--- src/sv/bsm_pkg.sv ---
package bsm_pkg;

   // Item actions
   localparam logic [1:0] ACT_READ  = 2'd0;
   localparam logic [1:0] ACT_WRITE = 2'd1;
   localparam logic [1:0] ACT_PORT  = 2'd2;

   // I/O ports handled by the mapper
   localparam logic [7:0] PORT_CG_SWITCH = 8'h93;
   localparam logic [7:0] PORT_CG_SELECT = 8'hC1;
   localparam logic [7:0] PORT_KANJI     = 8'hC2;
   localparam logic [7:0] PORT_READ_LOW  = 8'hF0;
   localparam logic [7:0] PORT_READ_HIGH = 8'hF1;
   localparam logic [7:0] PORT_WRITE_EN  = 8'hF2;

   // Values on the character ROM switch port
   localparam logic [7:0] CG_ON_VALUE  = 8'h04;
   localparam logic [7:0] CG_OFF_VALUE = 8'h05;

   // Register indexes
   localparam logic [1:0] CSR_MODEL   = 2'd0;
   localparam logic [1:0] CSR_EXT_ROM = 2'd1;
   localparam logic [1:0] CSR_SYSROM2 = 2'd2;

   // Model codes with special behaviour
   localparam logic [2:0] MODEL_BASE  = 3'd0;
   localparam logic [2:0] MODEL_VOICE = 3'd3;

   // Source regions
   localparam logic [3:0] SRC_EMPTY  = 4'd0;
   localparam logic [3:0] SRC_BASIC  = 4'd1;
   localparam logic [3:0] SRC_KANJI  = 4'd2;
   localparam logic [3:0] SRC_VOICE  = 4'd3;
   localparam logic [3:0] SRC_EXT    = 4'd4;
   localparam logic [3:0] SRC_RAM    = 4'd5;
   localparam logic [3:0] SRC_CGA    = 4'd6;
   localparam logic [3:0] SRC_CGB    = 4'd7;
   localparam logic [3:0] SRC_SYSALT = 4'd8;

   // Slot kinds produced by the nibble code table
   localparam logic [3:0] KIND_EMPTY   = 4'd0;
   localparam logic [3:0] KIND_BASIC_L = 4'd1;
   localparam logic [3:0] KIND_BASIC_H = 4'd2;
   localparam logic [3:0] KIND_ALT_L   = 4'd3;
   localparam logic [3:0] KIND_ALT_H   = 4'd4;
   localparam logic [3:0] KIND_EXT_0   = 4'd5;
   localparam logic [3:0] KIND_EXT_1   = 4'd6;
   localparam logic [3:0] KIND_RAM_L   = 4'd7;
   localparam logic [3:0] KIND_RAM_H   = 4'd8;

   typedef struct packed {
      logic [3:0] src;
      logic [2:0] page;
   } entry_type;

   typedef struct packed {
      entry_type lo;
      entry_type hi;
   } pair_type;

   typedef struct packed {
      logic [2:0] model;
      logic       ext_present;
      logic       sysrom2_present;
   } cfg_type;

   typedef struct packed {
      logic [1:0]  action;
      logic [15:0] address;
      logic [7:0]  data;
   } req_type;

   typedef struct packed {
      logic [3:0]  region;
      logic [15:0] offset;
      logic        write_strobe;
      logic [7:0]  write_data;
   } rsp_type;

   function automatic entry_type make_entry(logic [3:0] src, logic [2:0] page);
      entry_type e;
      e.src  = src;
      e.page = page;
      return e;
   endfunction

   // Nibble code to slot kinds of the window pair, {first, second}
   function automatic logic [7:0] code_kinds(logic [3:0] code);
      logic [7:0] k;
      unique case (code)
         4'h1:    k = {KIND_BASIC_L, KIND_BASIC_H};
         4'h2:    k = {KIND_ALT_L,   KIND_ALT_H};
         4'h3:    k = {KIND_EXT_1,   KIND_EXT_1};
         4'h4:    k = {KIND_EXT_0,   KIND_EXT_0};
         4'h5:    k = {KIND_ALT_L,   KIND_BASIC_H};
         4'h6:    k = {KIND_BASIC_L, KIND_ALT_H};
         4'h7:    k = {KIND_EXT_0,   KIND_EXT_1};
         4'h8:    k = {KIND_EXT_1,   KIND_EXT_0};
         4'h9:    k = {KIND_EXT_1,   KIND_BASIC_H};
         4'hA:    k = {KIND_BASIC_L, KIND_EXT_1};
         4'hB:    k = {KIND_EXT_0,   KIND_ALT_H};
         4'hC:    k = {KIND_ALT_L,   KIND_EXT_0};
         4'hD:    k = {KIND_RAM_L,   KIND_RAM_H};
         default: k = {KIND_EMPTY,   KIND_EMPTY};
      endcase
      return k;
   endfunction

   function automatic entry_type slot_entry(logic [3:0] kind, logic [2:0] bbase,
                                            logic [3:0] alt, logic [2:0] abase,
                                            logic [2:0] rbase);
      entry_type e;
      unique case (kind)
         KIND_BASIC_L: e = make_entry(SRC_BASIC, bbase);
         KIND_BASIC_H: e = make_entry(SRC_BASIC, bbase + 3'd1);
         KIND_ALT_L:   e = make_entry(alt, abase);
         KIND_ALT_H:   e = make_entry(alt, abase + 3'd1);
         KIND_EXT_0:   e = make_entry(SRC_EXT, 3'd0);
         KIND_EXT_1:   e = make_entry(SRC_EXT, 3'd1);
         KIND_RAM_L:   e = make_entry(SRC_RAM, rbase);
         KIND_RAM_H:   e = make_entry(SRC_RAM, rbase + 3'd1);
         default:      e = make_entry(SRC_EMPTY, 3'd0);
      endcase
      return e;
   endfunction

   function automatic pair_type load_pair(logic [3:0] code, logic [2:0] bbase,
                                          logic [3:0] alt, logic [2:0] abase,
                                          logic [2:0] rbase);
      pair_type   p;
      logic [7:0] k;
      k    = code_kinds(code);
      p.lo = slot_entry(k[7:4], bbase, alt, abase, rbase);
      p.hi = slot_entry(k[3:0], bbase, alt, abase, rbase);
      return p;
   endfunction

endpackage

--- src/sv/bsm_ifs.sv ---
// Request channel: one CPU access or port write per beat
interface bsm_req_if;
   logic        valid;
   logic        ready;
   logic [1:0]  action;
   logic [15:0] address;
   logic [7:0]  data;

   modport source (output valid, output action, output address, output data, input ready);
   modport sink   (input valid, input action, input address, input data, output ready);
endinterface

// Response channel: one translated access per beat
interface bsm_rsp_if;
   logic        valid;
   logic        ready;
   logic [3:0]  region;
   logic [15:0] offset;
   logic        write_strobe;
   logic [7:0]  write_data;

   modport source (output valid, output region, output offset, output write_strobe,
                   output write_data, input ready);
   modport sink   (input valid, input region, input offset, input write_strobe,
                   input write_data, output ready);
endinterface

--- src/sv/bsm_map_core.sv ---
module bsm_map_core
   import bsm_pkg::*;
(
   input  logic    clock,
   input  logic    reset,
   input  logic    accept,
   input  req_type req,
   input  cfg_type cfg,
   output rsp_type rsp
);

   entry_type  map_ff [8];
   entry_type  map_in [8];
   logic [3:0] we_ff, we_in;
   logic [7:0] low_set_ff, low_set_in;
   logic       kbank_ff, kbank_in;
   logic       cg_on_ff, cg_on_in;
   logic       cg_sel_ff, cg_sel_in;

   logic [7:0] port;
   logic       full;
   entry_type  cg_ent;

   // Shared F0 loader: windows 0..3 from a value, kanji bank and switch state
   logic [7:0] f0_val;
   logic       f0_kb;
   logic       f0_cg;
   entry_type  f0_win [4];
   pair_type   f0_lo, f0_hi;
   pair_type   f1_lo, f1_hi;

   assign port   = req.address[7:0];
   assign full   = (cfg.model != MODEL_BASE);
   assign cg_ent = make_entry(cg_sel_ff ? SRC_CGB : SRC_CGA, 3'd0);

   always_comb begin
      f0_lo = load_pair(f0_val[3:0], 3'd0, SRC_KANJI, {1'b0, f0_kb, 1'b0}, 3'd0);
      f0_hi = load_pair(f0_val[7:4], 3'd2, SRC_VOICE, 3'd0, 3'd2);
      f0_win[0] = f0_lo.lo;
      f0_win[1] = f0_lo.hi;
      f0_win[2] = f0_hi.lo;
      f0_win[3] = f0_hi.hi;
      if (f0_val[3:0] == 4'h6) begin
         f0_win[1] = make_entry(SRC_SYSALT, {1'b0, f0_kb, 1'b1});
      end
      if (f0_cg) begin
         f0_win[3] = cg_ent;
      end
   end

   // F1 always loads kanji as the alternate source
   always_comb begin
      f1_lo = load_pair(req.data[3:0], 3'd0, SRC_KANJI, {1'b0, kbank_ff, 1'b0}, 3'd4);
      f1_hi = load_pair(req.data[7:4], 3'd2, SRC_KANJI, {1'b0, kbank_ff, 1'b0}, 3'd6);
   end

   // Loader input selection per port
   always_comb begin
      f0_val = low_set_ff;
      f0_kb  = kbank_ff;
      f0_cg  = cg_on_ff;
      unique case (port)
         PORT_READ_LOW:  f0_val = req.data;
         PORT_KANJI:     f0_kb  = req.data[1];
         PORT_CG_SWITCH: f0_cg  = 1'b0;
         default: ;
      endcase
   end

   // State update on port beats
   always_comb begin
      for (int i = 0; i < 8; i++) begin
         map_in[i] = map_ff[i];
      end
      we_in      = we_ff;
      low_set_in = low_set_ff;
      kbank_in   = kbank_ff;
      cg_on_in   = cg_on_ff;
      cg_sel_in  = cg_sel_ff;
      if (accept && req.action == ACT_PORT) begin
         unique case (port)
            PORT_CG_SWITCH: begin
               if (req.data == CG_ON_VALUE) begin
                  cg_on_in  = 1'b1;
                  map_in[3] = cg_ent;
               end else if (req.data == CG_OFF_VALUE) begin
                  cg_on_in = 1'b0;
                  for (int i = 0; i < 4; i++) map_in[i] = f0_win[i];
               end
            end
            PORT_CG_SELECT: cg_sel_in = ~req.data[1];
            PORT_KANJI: begin
               kbank_in = req.data[1];
               if (!req.data[0]) begin
                  // voice overlay where basic is absent; 0..1 voice model only
                  if (cfg.model == MODEL_VOICE) begin
                     if (map_ff[0] != make_entry(SRC_BASIC, 3'd0))
                        map_in[0] = make_entry(SRC_VOICE, 3'd0);
                     if (map_ff[1] != make_entry(SRC_BASIC, 3'd1))
                        map_in[1] = make_entry(SRC_VOICE, 3'd1);
                  end
                  if (map_ff[2] != make_entry(SRC_BASIC, 3'd2))
                     map_in[2] = make_entry(SRC_VOICE, 3'd0);
                  if (map_ff[3] != make_entry(SRC_BASIC, 3'd3))
                     map_in[3] = make_entry(SRC_VOICE, 3'd1);
               end else begin
                  for (int i = 0; i < 4; i++) map_in[i] = f0_win[i];
               end
            end
            PORT_READ_LOW: begin
               low_set_in = req.data;
               for (int i = 0; i < 4; i++) map_in[i] = f0_win[i];
            end
            PORT_READ_HIGH: begin
               map_in[4] = f1_lo.lo;
               map_in[5] = f1_lo.hi;
               map_in[6] = f1_hi.lo;
               map_in[7] = f1_hi.hi;
            end
            PORT_WRITE_EN: we_in = {req.data[6], req.data[4], req.data[2], req.data[0]};
            default: ;
         endcase
      end
   end

   always_ff @(posedge clock) begin
      if (reset) begin
         map_ff[0]  <= make_entry(SRC_BASIC, 3'd0);
         map_ff[1]  <= make_entry(SRC_BASIC, 3'd1);
         map_ff[2]  <= make_entry(SRC_EXT, 3'd0);
         map_ff[3]  <= make_entry(SRC_EXT, 3'd1);
         map_ff[4]  <= make_entry(SRC_RAM, 3'd4);
         map_ff[5]  <= make_entry(SRC_RAM, 3'd5);
         map_ff[6]  <= make_entry(SRC_RAM, 3'd6);
         map_ff[7]  <= make_entry(SRC_RAM, 3'd7);
         we_ff      <= 4'b1100;
         low_set_ff <= 8'h11;
         kbank_ff   <= 1'b0;
         cg_on_ff   <= 1'b0;
         cg_sel_ff  <= 1'b0;
      end else begin
         for (int i = 0; i < 8; i++) map_ff[i] <= map_in[i];
         we_ff      <= we_in;
         low_set_ff <= low_set_in;
         kbank_ff   <= kbank_in;
         cg_on_ff   <= cg_on_in;
         cg_sel_ff  <= cg_sel_in;
      end
   end

   // Translation of the beat against the current map
   entry_type  sel;
   logic [3:0] src;
   logic [2:0] page;

   always_comb begin
      sel  = map_ff[req.address[15:13]];
      src  = sel.src;
      page = sel.page;
      if (src == SRC_SYSALT) begin
         if (cfg.sysrom2_present) page = 3'd0;
         else                     src  = SRC_KANJI;
      end
      if ((src == SRC_KANJI || src == SRC_VOICE || src == SRC_CGB) && !full)
         src = SRC_EMPTY;
      if (src == SRC_EXT && !cfg.ext_present)
         src = SRC_EMPTY;
      if (src == SRC_EMPTY || src == SRC_CGA || src == SRC_CGB || src > SRC_SYSALT)
         page = 3'd0;

      rsp = '0;
      unique case (req.action)
         ACT_READ: begin
            rsp.region = (src > SRC_SYSALT) ? SRC_EMPTY : src;
            rsp.offset = {page, req.address[12:0]};
         end
         ACT_WRITE: begin
            rsp.region       = SRC_RAM;
            rsp.offset       = req.address;
            rsp.write_strobe = we_ff[req.address[15:14]];
            rsp.write_data   = rsp.write_strobe ? req.data : 8'h00;
         end
         default: ;
      endcase
   end

endmodule

--- src/sv/bank_switch_memory_mapper.sv ---
// Bank mapper for the 64 KB CPU space: eight 8 KB read windows and four
// 16 KB write enables, loaded by writes to I/O ports.
//
// req_chan carries one beat per CPU access: a memory read, a memory write
// or a port write. rsp_chan returns exactly one beat for every request,
// in order: the target region, the offset inside it and, for writes, the
// RAM strobe and data. Port writes return an all-zero beat.
// The core translates combinationally and registers map updates; the
// response is registered; one request per cycle is taken unless stalled.
// A second output stage holds one extra response, so a request is still
// taken in the cycle the receiver first stalls; while both stages are
// full, req_chan.ready is low. A port write takes effect on the very next
// request.
// csr_we/csr_index/csr_wdata set model, extension ROM and second system ROM
// presence; write them only while no requests are in flight.
// Reset is synchronous: it restores the power-on window map and write
// enables, clears the configuration and empties both output stages.
module bank_switch_memory_mapper
   import bsm_pkg::*;
(
   input  logic       clock,
   input  logic       reset,
   bsm_req_if.sink    req_chan,
   bsm_rsp_if.source  rsp_chan,
   input  logic       csr_we,
   input  logic [1:0] csr_index,
   input  logic [2:0] csr_wdata
);

   cfg_type cfg_ff;
   req_type req;
   rsp_type result;
   logic    accept;
   logic    pop;

   rsp_type out_ff, out_in;
   rsp_type skid_ff, skid_in;
   logic    out_valid_ff, out_valid_in;
   logic    skid_valid_ff, skid_valid_in;

   assign req.action  = req_chan.action;
   assign req.address = req_chan.address;
   assign req.data    = req_chan.data;

   assign req_chan.ready = !skid_valid_ff;
   assign accept         = req_chan.valid && req_chan.ready;
   assign pop            = out_valid_ff && rsp_chan.ready;

   // Configuration registers
   always_ff @(posedge clock) begin
      if (reset) begin
         cfg_ff <= '0;
      end else if (csr_we) begin
         unique case (csr_index)
            CSR_MODEL:   cfg_ff.model           <= csr_wdata;
            CSR_EXT_ROM: cfg_ff.ext_present     <= csr_wdata[0];
            CSR_SYSROM2: cfg_ff.sysrom2_present <= csr_wdata[0];
            default: ;
         endcase
      end
   end

   bsm_map_core u_core (
      .clock  (clock),
      .reset  (reset),
      .accept (accept),
      .req    (req),
      .cfg    (cfg_ff),
      .rsp    (result)
   );

   // Output register plus skid stage
   always_comb begin
      out_in        = out_ff;
      skid_in       = skid_ff;
      out_valid_in  = out_valid_ff;
      skid_valid_in = skid_valid_ff;
      if (skid_valid_ff) begin
         if (pop) begin
            out_in        = skid_ff;
            skid_valid_in = 1'b0;
         end
      end else if (accept) begin
         if (!out_valid_ff || pop) begin
            out_in       = result;
            out_valid_in = 1'b1;
         end else begin
            skid_in       = result;
            skid_valid_in = 1'b1;
         end
      end else if (pop) begin
         out_valid_in = 1'b0;
      end
   end

   always_ff @(posedge clock) begin
      if (reset) begin
         out_valid_ff  <= 1'b0;
         skid_valid_ff <= 1'b0;
      end else begin
         out_valid_ff  <= out_valid_in;
         skid_valid_ff <= skid_valid_in;
      end
   end

   always_ff @(posedge clock) begin
      out_ff  <= out_in;
      skid_ff <= skid_in;
   end

   assign rsp_chan.valid        = out_valid_ff;
   assign rsp_chan.region       = out_ff.region;
   assign rsp_chan.offset       = out_ff.offset;
   assign rsp_chan.write_strobe = out_ff.write_strobe;
   assign rsp_chan.write_data   = out_ff.write_data;

   // Skid stage only fills behind a full output register
   assert property (@(posedge clock) disable iff (reset)
      skid_valid_ff |-> out_valid_ff)
      else $error("skid stage full while output register empty");

   // Every accepted beat leaves a response waiting
   assert property (@(posedge clock) disable iff (reset)
      accept |=> out_valid_ff)
      else $error("accepted beat produced no response");

   // Draining the output register promotes the skid beat
   assert property (@(posedge clock) disable iff (reset)
      skid_valid_ff && pop |=> out_valid_ff && out_ff == $past(skid_ff))
      else $error("skid beat lost on drain");

   // A stall with a full output register parks the new beat in the skid stage
   assert property (@(posedge clock) disable iff (reset)
      accept && out_valid_ff && !rsp_chan.ready |=> skid_valid_ff)
      else $error("beat accepted under stall not held");

endmodule
--- src/flat_wrapper.sv ---
// flat-port wrapper written by rule: the top's interface ports become plain ports
module bank_switch_memory_mapper_flat import bsm_pkg::*;
  (clock, reset, csr_we, csr_index, csr_wdata, req_chan_valid, req_chan_action, req_chan_address, req_chan_data, req_chan_ready, rsp_chan_valid, rsp_chan_region, rsp_chan_offset, rsp_chan_write_strobe, rsp_chan_write_data, rsp_chan_ready);
  bsm_req_if req_chan_i ();
  bsm_rsp_if rsp_chan_i ();
  input  logic clock;
  input  logic reset;
  input  logic csr_we;
  input  logic [1:0] csr_index;
  input  logic [2:0] csr_wdata;
  input wire logic [$bits(req_chan_i.valid)-1:0] req_chan_valid;
  input wire logic [$bits(req_chan_i.action)-1:0] req_chan_action;
  input wire logic [$bits(req_chan_i.address)-1:0] req_chan_address;
  input wire logic [$bits(req_chan_i.data)-1:0] req_chan_data;
  output wire logic [$bits(req_chan_i.ready)-1:0] req_chan_ready;
  output wire logic [$bits(rsp_chan_i.valid)-1:0] rsp_chan_valid;
  output wire logic [$bits(rsp_chan_i.region)-1:0] rsp_chan_region;
  output wire logic [$bits(rsp_chan_i.offset)-1:0] rsp_chan_offset;
  output wire logic [$bits(rsp_chan_i.write_strobe)-1:0] rsp_chan_write_strobe;
  output wire logic [$bits(rsp_chan_i.write_data)-1:0] rsp_chan_write_data;
  input wire logic [$bits(rsp_chan_i.ready)-1:0] rsp_chan_ready;
  assign req_chan_i.valid = req_chan_valid;
  assign req_chan_i.action = req_chan_action;
  assign req_chan_i.address = req_chan_address;
  assign req_chan_i.data = req_chan_data;
  assign req_chan_ready = req_chan_i.ready;
  assign rsp_chan_valid = rsp_chan_i.valid;
  assign rsp_chan_region = rsp_chan_i.region;
  assign rsp_chan_offset = rsp_chan_i.offset;
  assign rsp_chan_write_strobe = rsp_chan_i.write_strobe;
  assign rsp_chan_write_data = rsp_chan_i.write_data;
  assign rsp_chan_i.ready = rsp_chan_ready;
  bank_switch_memory_mapper u_core (.clock(clock), .reset(reset), .req_chan(req_chan_i), .rsp_chan(rsp_chan_i), .csr_we(csr_we), .csr_index(csr_index), .csr_wdata(csr_wdata));
endmodule
--- config.mk ---
export PLATFORM = sky130hd
export DESIGN_NAME = bank_switch_memory_mapper_flat
export DESIGN_NICKNAME = d
export VERILOG_FILES = /design/src/sv/bsm_pkg.sv /design/src/sv/bsm_ifs.sv /design/src/sv/bsm_map_core.sv /design/src/sv/bank_switch_memory_mapper.sv /design/src/flat_wrapper.sv
export SDC_FILE = /design/constraint.sdc
export NUM_CORES = 1
export LEC_CHECK = 0
export BUFFER_PORTS_ARGS = -buffer_cell sky130_fd_sc_hd__buf_2
export CAP_MARGIN = 25
export CORE_ASPECT_RATIO = 0.6
export CORE_MARGIN = 2
export CORE_UTILIZATION = 44
export DETAILED_ROUTE_END_ITERATION = 8
export PLACE_DENSITY_LB_ADDON = 0.3
export SYNTH_ARGS = -nofsm -noshare
export SYNTH_HDL_FRONTEND = slang
export SYNTH_SLANG_ARGS = --single-unit
--- constraint.sdc ---
create_clock -name clock -period 4.5 [get_ports clock]
set_input_delay 0.675 -clock clock [delete_from_list [all_inputs] [get_ports clock]]
set_output_delay 0.675 -clock clock [all_outputs]
set_load 0.005 [all_outputs]
---- Yosys cells after proc, flatten, opt, wreduce, memory -nomap -nowiden ----
Memory sizes are Yosys's and may differ from the RTL's.
Cells that the tools add are included.
operators by class
  div/mod/pow operators ................... 0
  order comparisons ....................... 2
  shift-type cells ........................ 0
  $add $sub $neg .......................... 2
  eq/ne operators ......................... 77
  multiplexer cells ....................... 61
  multiply operators ...................... 0
  bitwise logic cells ..................... 11
  reductions and logical operators ........ 33
operators by type and width
  operator              number
  $pmux W6 S8           6
  $eq A4 B3 Y1 const B  29
  $mux W29              4
  $mux W7               15
  $mux W28              3
  $pmux W28 S3          1
  $eq A4 B2 Y1 const B  14
  $mux W56              1
  $eq A8 B8 Y1 const B  6
  $pmux W20 S2          1
  $eq A4 B4 Y1 const B  7
  $ne A7 B4 Y1 const B  4
  $eq A4 B1 Y1 const B  6
  $mux W21              1
  $mux W4               5
  $eq A8 B3 Y1 const B  2
  $mux W1               16
  $mux W8               2
  $reduce_and A3 Y1     5
  $mux W14              1
  $reduce_and A2 Y1     5
  $mux W3               3
  $mux W9               1
  $or A1 B1 Y1          8
  other kinds (18)      40
storage, ports and cells
  word-level logic and storage cells ...... 211
  RAM bits ................................ 56
  flip-flop bits (word level) ............. 80
  bits in latches ......................... 0
  memories kept ........................... 7
  input port bits ......................... 36
  output and inout bits ................... 31
  bits in read-only memories .............. 608
memory list
  name             words  width  read ports  clocked after Yosys merged registers in  write ports  line            RTL
  (no name shown)  16     7      1           0                                        0            bsm_pkg.sv:90   unique case (code)
  (no name shown)  16     7      1           0                                        0            bsm_pkg.sv:90
  (no name shown)  16     7      1           0                                        0            bsm_pkg.sv:90
  (no name shown)  16     7      1           0                                        0            bsm_pkg.sv:90
  (no name shown)  16     5      1           0                                        0            bsm_pkg.sv:113  unique case (kind)
  (no name shown)  16     5      1           0                                        0            bsm_pkg.sv:113
  1 more memories  -      -      -           -                                        -            -

---- Longest topological paths before layout ----
An unclocked memory read counts as a cell.
  depth in word-level cells ............... 20
  gate-level depth with buffers ........... 15
  gate-level depth less buffers ........... 13

---- Modules after synthesis ----
A second synthesis with hierarchy kept.
second synthesis, totals
  cells, all modules ...................... 743
  area total of the unflattened synthesis .. 7558.5 sq um
modules (own cells, without submodules)
  module                     sequential area each (sq um)  area an instance (sq um)  cells each  instances
  bsm_map_core               1441.4                        5139.9                    620         1
  bank_switch_memory_mapper  1881.8                        2418.6                    123         1

---- Least setup slack after synthesis ----
Ideal clock, no wire load.
  kind .................................... input port to flip-flop
  from .................................... input req_chan_address[1]
  to ...................................... memory u_core.u_core.map_ff[2][3] in the netlist's numbering
  stages on the path ...................... 11
  required time ........................... 4414 ps
  setup slack ............................. 991 ps
  arrival time ............................ 3422 ps
  library setup time ...................... 86 ps
  cells stage by stage .................... buf_6 nor4_4 nand2_2 buf_2 a21oi_1 ha_1 o22ai_1 inv_1 ha_1 mux2_4 a221oi_2
RTL lines
  element          line                RTL
  start, declared  flat_wrapper.sv:13  input wire logic [$bits(req_chan_i.address)-1:0] req_chan_address;
  end, declared    bsm_map_core.sv:12  entry_type map_ff [8];

==> metrics.sh <==
MIN_PERIOD_OVER_PERIOD=0.786
ANTENNA_CELLS_INSERTED=0
SLEW_HEADROOM=0.320
CLOCK.FMAX_MHz=283
FINAL_STAGE_NET_COUNT=858
CTS_POST_SETUP_BUFFERS_INSERTED=0
GRT_REMAINING_OVERFLOW=0
FINAL_UTIL=0.516
SYN-CELL-AREA_UM2=7640
PATH_CLASS='primary input to flop'
PLACEMENT.CELL_AREA_UM2=8190
WORST-SLEW-PIN-TRANSITION_NS=1.01
NUMBER_OF_GLOBAL_ROUTE_VIAS_BEFORE_REPAIR=5488
STATUS='finished clean'
PORT_BUFFERS=66
FINAL_LAYOUT_SIZE_SUFFIX_GT1_FRAC=0.234
TIMING.FINAL.HOLD_VIOLATIONS=0
SETUP_VIOL=0
INITIALDRTVIOLATIONCOUNT=516
SYN-MEAN-INSTANCE-AREA_UM2=10.5
CRIT_PATH_MAX_FANOUT=13
WORSTSETUPENDPOINT='u_core.u_core.map_ff[1][5]$_SDFFE_PP0P_'
WORSTSKEWPAIRLATENCY_NS=0.42
YOSYSTOPAREACELL='edfxtp_1'
CORE_REGION_AREA_UM2=17100
CTS.CLK_SLEW.WORST_PATHS_NS=0.06
CP-END-KIND='flop'
CELLPOWERDENSITY_nW_PER_UM2=356
YS_TOP_CELLS_BY_AREA='edfxtp_1 (32%), dfxtp_1 (11%), ha_1 (5.4%)'
SYNTH_ENABLE_FLOP_CELLS=82
WORSTPATHARRIVAL_NS=3.88
RR_ENDPOINT='u_core.u_core.map_ff[0][5]$_SDFFE_PP0P_'
CP.REQUIRED_NS=4.84
WORST_HOLD_SLACK_NS=0.486
ROUTED_WL_UM=19600
SEQUENTIAL_CELL_AREA_FRACTION_IN_THE_YOSYS_REPORT=0.435
AREA.GROWTH.SYNTH_TO_FINAL_PCT=15.3
SYNTH_TOP_AREA_FRAC=0.322
GRT_PASS1_WL_UM=30600
PLACE_HPWL_UM=14100
SYN-INSTANCE-COUNT=729
SYNTH.YOSYS.WARNINGS=0
FINAL.SETUP.TNS_NS=0
REG2REG_FROM='u_core.skid_valid_ff$_SDFF_PP0_'
REGISTER_BIT_TOTAL_FROM_SYNTHESIS=125
ANTENNA_VIOLATIONS_BEFORE_REPAIR=0
START_UTIL=0.448
R2R_CELLS=8
REPORT.FINAL.SLEW_VIOL_COUNT=0
NUMCTSBUFFERS=17
GLOBALPLACE.CONGESTION=0.907
ROUTE.DETAILED.VIAS_PER_INST=5.76
RSZ0062_AT_GRT='no'
DIE_X_UM=174
FILLERINSTANCES=1494
DRT_PASS1_ITERATIONS=5
POSTLAYOUTCELLAREA_UM2=8810
TRITONCTS='yes'
TIMING.MAX_CAP.VIOLATIONS=0
SETUP.WORST_PATH.START='req_chan_address[1]'
CTS_HOLD_BUFFERS=0
DETAILED_ROUTE_DRC_ERROR_COUNT=0
CELL_LEAKAGE_POWER_nW=3.45
SYNTH_ASYNC_SR_FLOP_SHARE=0
WORSTHOLDPATHTYPE='primary input to flop'
FLOORPLAN.DIE_AREA_UM2=18500
VIA_COUNT=5970
CTS-RESIZED-GATES=0
LAYOUT_MIN_CYCLE_TIME_NS=3.54
GRT_MAX_DEGREE=60
YOSYS.CELL_TYPES.COUNT=82
R2R_SETUP_SLACK_NS=1.50
FP-ROW-COUNT=37
SYNTHESIS.NETS=798
CTS_SINKS=125
DETAIL-ROUTE-ANTENNA-NETS=0
MAXIMUM_VDD_DROP_mV=0.206
DEEPEST_CLOCK_PATH_BUFFER_COUNT=2
CLOCKROOTBUFFER='clkbuf_16'
CTS.HTREE.LEVELS=4
ROUTED_WIRE_LENGTH_PER_INSTANCE_UM=18.9
NUMBER_OF_PRIMARY_I_O_PINS=67
POST_ROUTE_CLOCK_SKEW_NS=0.00938
GRTUSAGETOTAL=0.216
DIE_H_UM=106
CRIT_PATH_START_KIND='primary input'
SYNTHFLOPTYPE='edfxtp_1'
[cell families after synthesis]
kind of cell | Yosys count | synth area share
flops | 125 | 0.435
compound gates | 158 | 0.146
simple gates | 261 | 0.189
xor+xnor | 6 | 0.00688
buf+inv | 67 | 0.0375
mux | 79 | 0.133
fa+ha+maj | 33 | 0.0540
[power breakdown]
part / switching [W] / internal, W
clock: 0.000552 / 0.000883
combinational: 0.000247 / 0.000164
sequential: 0.0000202 / 0.00127
total: 0.000819 / 0.00232
[worst min path at each step]
stage | cells after the start | start | slack [ns] | to
final | 2 | rsp_chan_ready | 0.49 | u_core.skid_valid_ff$_SDFF_PP0_
after global routing | 2 | rsp_chan_ready | 0.48 | u_core.skid_valid_ff$_SDFF_PP0_
after CTS | 2 | rsp_chan_ready | 0.47 | u_core.skid_valid_ff$_SDFF_PP0_
after detailed placement | 2 | u_core.u_core.map_ff[0][0]$_SDFFE_PP0P_ | 0.48 | u_core.u_core.map_ff[0][0]$_SDFFE_PP0P_
after global placement | 2 | u_core.u_core.cg_on_ff$_SDFFE_PP0P_ | 0.48 | u_core.u_core.cg_on_ff$_SDFFE_PP0P_
after floorplan | 2 | u_core.u_core.map_ff[0][0]$_SDFFE_PP0P_ | 0.44 | u_core.u_core.map_ff[0][0]$_SDFFE_PP0P_
[per-layer routing]
metal / track usage / wire length [um]
met5: 0 / 0
met4: 0.0492 / 222
met3: 0.0551 / 1520
met2: 0.299 / 7860
met1: 0.334 / 10000
[sequential cells by signal, indices dropped and copies added, names as in the netlist]
register,count
u_core.skid_valid_ff,1
u_core.rsp_chan.region,4
u_core.skid_ff,29
u_core.u_core.map_ff,45
u_core.rsp_chan.write_data,8
u_core.u_core.cg_on_ff,1
u_core.rsp_chan.offset,16
u_core.u_core.we_ff,4
u_core.u_core.cg_sel_ff,1
u_core.cfg_ff,5
u_core.rsp_chan.write_strobe,1
u_core.u_core.kbank_ff,1
u_core.rsp_chan.valid,1
u_core.u_core.low_set_ff,8
[worst max-delay path, cell delays in order]
cell and delay, ns:
buf_2 0.17, nor4_4 0.46, nand2_2 0.30, a21oi_2 0.55, inv_1 0.20, ha_1 0.42, a21o_1 0.22, and2_1 0.17
a211o_1 0.27, a211o_1 0.29, a21oi_1 0.13
[stage by stage]
stage / setup WS (ns) / total power (W) / cells
finish: 0.961 / 0.00314 / 1036
global route: 0.783 / 0.00325 / 1036
CTS: 1.03 / 0.00316 / 1035
detailed placement: 0.618 / 0.00172 / 1003
global placement: 0.740 / 0.00172 / 1003
floorplan: 0.991 / 0.00159 / 729
[cells in the mapped netlist, types with 4 or more instances]
master and count:
and2_1 9, a22oi_1 4, a211oi_1 13, a211o_1 8, buf_6 4, buf_2 4
o21ai_1 6, inv_1 30, o21ai_0 19, nor3_1 24, nand3_1 14, ha_1 33
a21oi_1 40, nor3b_1 9, nand2_1 51, a21o_1 9, nand4_1 11, edfxtp_1 82
dfxtp_1 43, o31ai_1 8, o21bai_1 11, nor4_1 4, clkbuf_1 27, nor2_1 60
o21a_1 4, o211ai_1 5, mux2_2 35, mux2i_1 27, mux4_2 12, nor2b_1 29
nand3b_1 9, nand2b_1 6
[layout by cell type (no fill, tap or decap), types with 11 or more instances in the layout]
cell       instances
nor2b_1           29
buf_4             11
buf_2             66
nand4_1           11
nor3_1            24
nor2_1            60
edfxtp_1          82
o21ai_0           19
ha_1              33
mux2_2            35
dfxtp_1           43
a21oi_1           40
nand2_1           51
o21bai_1          11
a211oi_1          13
mux2i_1           27
inv_1             30
nand3_1           14
clkbuf_16         17
mux4_2            12
[final cells by class]
class | instances | area (um2) | share of cell area
Clock buffer | 18 | 429 | 0.0487
Clock inverter | 14 | 184 | 0.0209
Inverter | 30 | 113 | 0.0128
Multi-Input combinational cell | 537 | 4050 | 0.460
Sequential cell | 125 | 3320 | 0.377
Tap cell | 234 | 293 | 0.0332
Timing Repair Buffer | 78 | 420 | 0.0477
No activity file was read; power rests on OpenSTA's default activity.
